==> src/hw/rtl/wsol_pkg.sv <==
// Shared types, widths and codes for the window stacking order list.
package wsol_pkg;

    localparam int MAX_WINDOWS = 64;
    localparam int IDX_W = (MAX_WINDOWS > 1) ? $clog2(MAX_WINDOWS) : 1;
    localparam int CNT_W = $clog2(MAX_WINDOWS + 1);
    localparam int ID_W = 29;
    localparam int KIND_W = 3;
    localparam int POS_W = 6;
    localparam int STAT_W = 3;
    localparam int DEPTH_W = 7;
    localparam int CMP_W = (CNT_W > POS_W) ? CNT_W : POS_W;

    localparam logic [KIND_W-1:0] KIND_ADD = 3'd0;
    localparam logic [KIND_W-1:0] KIND_REMOVE = 3'd1;
    localparam logic [KIND_W-1:0] KIND_RAISE = 3'd2;
    localparam logic [KIND_W-1:0] KIND_LOWER = 3'd3;
    localparam logic [KIND_W-1:0] KIND_READ = 3'd4;

    localparam logic [STAT_W-1:0] ST_OK = 3'd0;
    localparam logic [STAT_W-1:0] ST_PRESENT = 3'd1;
    localparam logic [STAT_W-1:0] ST_WIN_ABSENT = 3'd2;
    localparam logic [STAT_W-1:0] ST_SIB_ABSENT = 3'd3;
    localparam logic [STAT_W-1:0] ST_FULL = 3'd4;
    localparam logic [STAT_W-1:0] ST_RANGE = 3'd5;

    typedef struct packed {
        logic             load;
        logic             up;
        logic             dn;
        logic [IDX_W-1:0] dest;
        logic [IDX_W-1:0] lo;
        logic [IDX_W-1:0] hi;
        logic [ID_W-1:0]  val;
    } t_cell_ctl;

    typedef struct packed {
        logic win;
        logic sib;
    } t_cell_hit;

endpackage

==> src/hw/rtl/wsol_cell.sv <==
// One slot of the stacking order: holds an id, matches it, shifts with its neighbors.
module wsol_cell import wsol_pkg::*; (
    input  logic             i_clk,
    input  logic [IDX_W-1:0] i_idx,
    input  logic [CNT_W-1:0] i_count,
    input  logic [ID_W-1:0]  i_win,
    input  logic [ID_W-1:0]  i_sib,
    input  logic [POS_W-1:0] i_pos,
    input  t_cell_ctl        i_ctl,
    input  logic [ID_W-1:0]  i_up_val,
    input  logic [ID_W-1:0]  i_dn_val,
    output logic [ID_W-1:0]  o_val,
    output t_cell_hit        o_hit,
    output logic [ID_W-1:0]  o_rd
);

    logic [ID_W-1:0] r_val;
    logic [ID_W-1:0] n_val;
    logic            live;
    logic            in_rng;

    assign live = CMP_W'(i_idx) < CMP_W'(i_count);
    assign in_rng = (i_idx >= i_ctl.lo) && (i_idx <= i_ctl.hi);

    assign o_hit.win = live && (r_val == i_win) && (i_win != '0);
    assign o_hit.sib = live && (r_val == i_sib) && (i_sib != '0);
    assign o_rd = (CMP_W'(i_idx) == CMP_W'(i_pos)) ? r_val : '0;
    assign o_val = r_val;

    always_comb begin
        priority if (i_ctl.load && (i_idx == i_ctl.dest)) begin
            n_val = i_ctl.val;
        end else if (i_ctl.up && in_rng) begin
            n_val = i_up_val;
        end else if (i_ctl.dn && in_rng) begin
            n_val = i_dn_val;
        end else begin
            n_val = r_val;
        end
    end

    always_ff @(posedge i_clk) begin
        r_val <= n_val;
    end

endmodule

==> config.mk <==
export PLATFORM = sky130hd
export DESIGN_NAME = wsol_cell
export DESIGN_NICKNAME = d
export VERILOG_FILES = /design/src/hw/rtl/wsol_pkg.sv /design/src/hw/rtl/wsol_cell.sv
export SDC_FILE = /design/constraint.sdc
export NUM_CORES = 1
export LEC_CHECK = 0
export BUFFER_PORTS_ARGS = -buffer_cell sky130_fd_sc_hd__buf_2
export CAP_MARGIN = 40
export CORE_AREA = 2 2 123 125
export DETAILED_ROUTE_END_ITERATION = 16
export DIE_AREA = 0 0 125 127
export PLACE_DENSITY = 0.59
export RECOVER_POWER = 25
export SETUP_SLACK_MARGIN = 0.02
export SLEW_MARGIN = 20
export SYNTH_ARGS = -nofsm -noshare
export SYNTH_HDL_FRONTEND = slang
export SYNTH_SLANG_ARGS = --single-unit
==> constraint.sdc <==
create_clock -name i_clk -period 4.6 [get_ports i_clk]
set_input_delay 1.15 -clock i_clk [delete_from_list [all_inputs] [get_ports i_clk]]
set_output_delay 1.15 -clock i_clk [all_outputs]
set_load 0.02 [all_outputs]
# Word level (Yosys, flattened, before mapping)
# Index checks and enable logic that the tools add are counted.
# word_totals
output_inout_bits	60
register_bits	29
# classes
n_lt_le_gt_ge	3
n_mux	4
eq_ne	4
n_reduce_logical	11
# op_table
operator	count
$mux W29	4
$eq A29 B29 Y1	2
$reduce_bool A29 Y1	2
$eq A6 B6 Y1	2
$logic_and A1 B1 Y1	8
$lt A6 B7 Y1	1
$ge A6 B6 Y1	1
$le A6 B6 Y1	1
$reduce_bool A3 Y1	1

# Longest topological paths before layout
# logic_depth
word_depth	6
depth_mapped	9
mapped_depth_nobuf	7

# Worst setup path before layout
# Ideal clock, no wire load.
# synth_path
path_kind	input-to-reg
start	input port i_ctl[33] in the netlist's numbering
end	register r_val[0] (netlist: o_val[0]) (enable)
n_path_buf	1
t_required_ns	4.141
path_stages	7
setup_time_ns	0.459
t_arrival_ns	4.502
path_slack_ns	-0.362
path_cell_list	inv_1 ha_1 a21oi_1 a21boi_1 o32a_1 clkbuf_1 o31ai_1
# synth_between
elab_chain_len	4
word_cells_on_any_way	5
cone_classes	order compare (1); reduce/logical (4)
# synth_rtl
item	line_no	rtl
start, declared	wsol_cell.sv:9	input t_cell_ctl i_ctl,
$le A6 B6 Y1 *	wsol_cell.sv:23	assign in_rng = (i_idx >= i_ctl.lo) && (i_idx <= i_ctl.hi);
$logic_and A1 B1 Y1 *	wsol_cell.sv:23	
$logic_and A1 B1 Y1, on equally long branches	wsol_cell.sv:33, wsol_cell.sv:35	
$reduce_bool A3 Y1 (no source line) *	-	
end signal, assigned	wsol_cell.sv:43	r_val <= n_val;
end, declared	wsol_cell.sv:17	logic [ID_W-1:0] r_val;
# Every way passes the cells marked *; elsewhere a longest branch is shown, timed or not.
# A chain may end at the register's enable or synchronous reset.

==> impl_metrics.toml <==
[routing]
wl_per_cell_um = 17.9
ant_nets = 0
drcViolationCount = 0
vias = 3939
drt_wl_total_um = 14800
dr.pass1.iters = 7
drt-initial-drc-count = 151
drt-vias-per-instance = 4.76

[worst_setup_path]
cp_top_family = "simple AND/OR/NAND/NOR gates"
arrival_ns = 2.60
critical_path_buf_inv_count = 2
critPathSlowestCell = "nor4_1"
crit_path_max_incr_delay_ns = 0.39
criticalPathCategory = "in2out"
crit_path_end_kind = "output port"
required_ns = 3.45
critPathMaxFanout = 2
start_kind = "input port"
crit_top_cell = "buf_2"
cp_cell_sequence = "buf_2 > xnor2_1 > nand4_1 > nor4_1 > o211ai_1 > a211oi_1 > buf_2"

[global_routing]
grt_pass1_vias = 3954
antenna_found_initial = 2
grt.overflow.total = 0
grt.total_usage_pct = 17.8
grt_pass1_wl_um = 21900
grt_max_degree = 60

[synthesis]
synth_nets = 612
avgSynthCellArea_um2 = 8.68
syn_inst = 409
ys_warn_count = 0
synth_top_area_share_pct = 24.5
synth_edf_count = 29
synth_area_um2 = 3550
ys_seq_area_share_pct = 24.5
yosys-top-cells-area = "edfxtp_1 25%, xnor2_1 16%, o31a_1 7.2%, ha_1 6.0%, and2_1 5.1%"
ys_ff_latch = 29
synth-async-reset-ratio_pct = 0
ys_types = 36
netlist.top_cell.by_area = "edfxtp_1"
ys.flop_type = "edfxtp_1"

[pwr]
p_leak_nw = 2.21
p_per_area_nw_per_um2 = 238
peakVddDrop_mv = 0.143
totalPowerFinal_mw = 1.20

[clock_tree]
cts_resized = 0
cts_tree = "done"
clockRootBuffer = "clkbuf_16"
clock_sinks = 29
numCtsBuffers = 5
cts_hold_buf = 0
clkTransAtPathRegs_ns = 0.04
cts_post_setup_buffers_inserted = 0
cts_max_level = 2
clockBufferDepth = 2

[status]
status = "complete, no violations"

[sta]
layout_min_cycle_time_ns = 3.75
worstMarginPinSlew_ns = 0.714
finalSetupViolCount = 0
hold_viol = 0
finalMaxSlewViolations = 0
timing.final.crit_share_pct = 81.5
fmax_ghz = 0.267
finalSetupTns_ns = 0
rsz0062_at_grt = "false"
relSlewSlack_pct = 52.4
setup_slack_ns = 0.852

[run]
drv_cap = 0

[floorplan]
die_area_um2 = 15900
die_w_um = 125
initial_utilization_pct = 24.6
rows = 44
core_area_um2 = 14400
ios = 246
fp.dieH_um = 127

[place]
gp_congestion = 0.860
post-place-ws_ns = 0.819
dp.cells = 817
dp_hpwl_um = 12400
portBuffers = 245

[final_layout]
instances_no_fill = 827
nets = 843
fillers = 1564
drive_above_1_share_pct = 41.2
final_cell_mix = "216 x buf_2, 65 x xnor2_1, 33 x nand2_1"
largest_register_ff_count = 29
layout_commonest_cell = "buf_2"
fin_util_pct = 35.1
syn_to_final_growth_pct = 42.5

[hold_path]
hp-class = "in2reg"
-- logic make-up (layout without fill, tap and decap cells) --
kind of cell | after synthesis | after routing | share of synthesized area [%]
and+or+nand+nor | 142 | 142 | 22.3
other | 0 | 2 | 0
DFF | 29 | 29 | 24.5
buffers and inverters | 47 | 279 | 6.52
xor gates and xnor gates | 70 | 70 | 17.3
adders and majority gates | 17 | 17 | 5.99
AOI/OAI and AO/OA | 104 | 104 | 23.4
-- worst paths after layout --
check                     start  cells after the start                  to  slack (ns)
worst min-delay path   i_ctl[0]                      3  o_val[0]$_DFFE_PP_        1.21
worst max-delay path  i_sib[23]                      7            o_hit[0]        0.85
-- through the flow --
stage	cell area, um2	hold WS [ns]
finish	5060	1.21
global route	5060	1.25
CTS	5090	1.21
detailed placement	4950	1.49
global placement	4930	1.53
floorplan	3550	1.37
-- per-layer routing --
layer / routed length, um / GRT usage, % / part of all wire [%] / vias to the layer above
li1: - / - / - / 1952
met1: 6250 / 22.5 / 42 / 1793
met2: 7140 / 30.7 / 48 / 171
met3: 900 / 2.35 / 6.1 / 23
met4: 520 / 7.25 / 3.5 / 0
met5: 0 / 0 / 0 / -
-- cells in the mapped netlist (17+ instances only) --
cell type,n
nor2_1,23
nand2_1,33
nand4_1,19
o31a_1,29
edfxtp_1,29
ha_1,17
inv_1,19
xnor2_1,65
and2_1,29
o31ai_1,20
a21oi_1,22
-- tightest hold or removal path: cells and delay by family --
kind                   cells  cell delay [ns]
AND/OR/NAND/NOR            1             0.03
buffers and inverters      1             0.07
AO/OA/AOI/OAI              1             0.10
-- power by group --
part | switching (mW) | leakage, nW | internal, mW
clock | 0.0970 | 0.0706 | 0.197
sequential | 0.0685 | 0.267 | 0.345
combinational | 0.286 | 1.87 | 0.210
total | 0.451 | 2.21 | 0.751
-- layout make-up --
type	count	area [um2]	area share, %
Inverter	19	71.3	1.41
Clock buffer	6	129	2.55
Sequential cell	29	871	17.2
Multi-Input combinational cell	333	2480	49.0
Antenna cell	2	5.00	0.0990
Timing Repair Buffer	252	1260	25.0
Clock inverter	2	10.0	0.198
Tap cell	184	230	4.55
No activity file was read; power rests on OpenSTA's default activity.
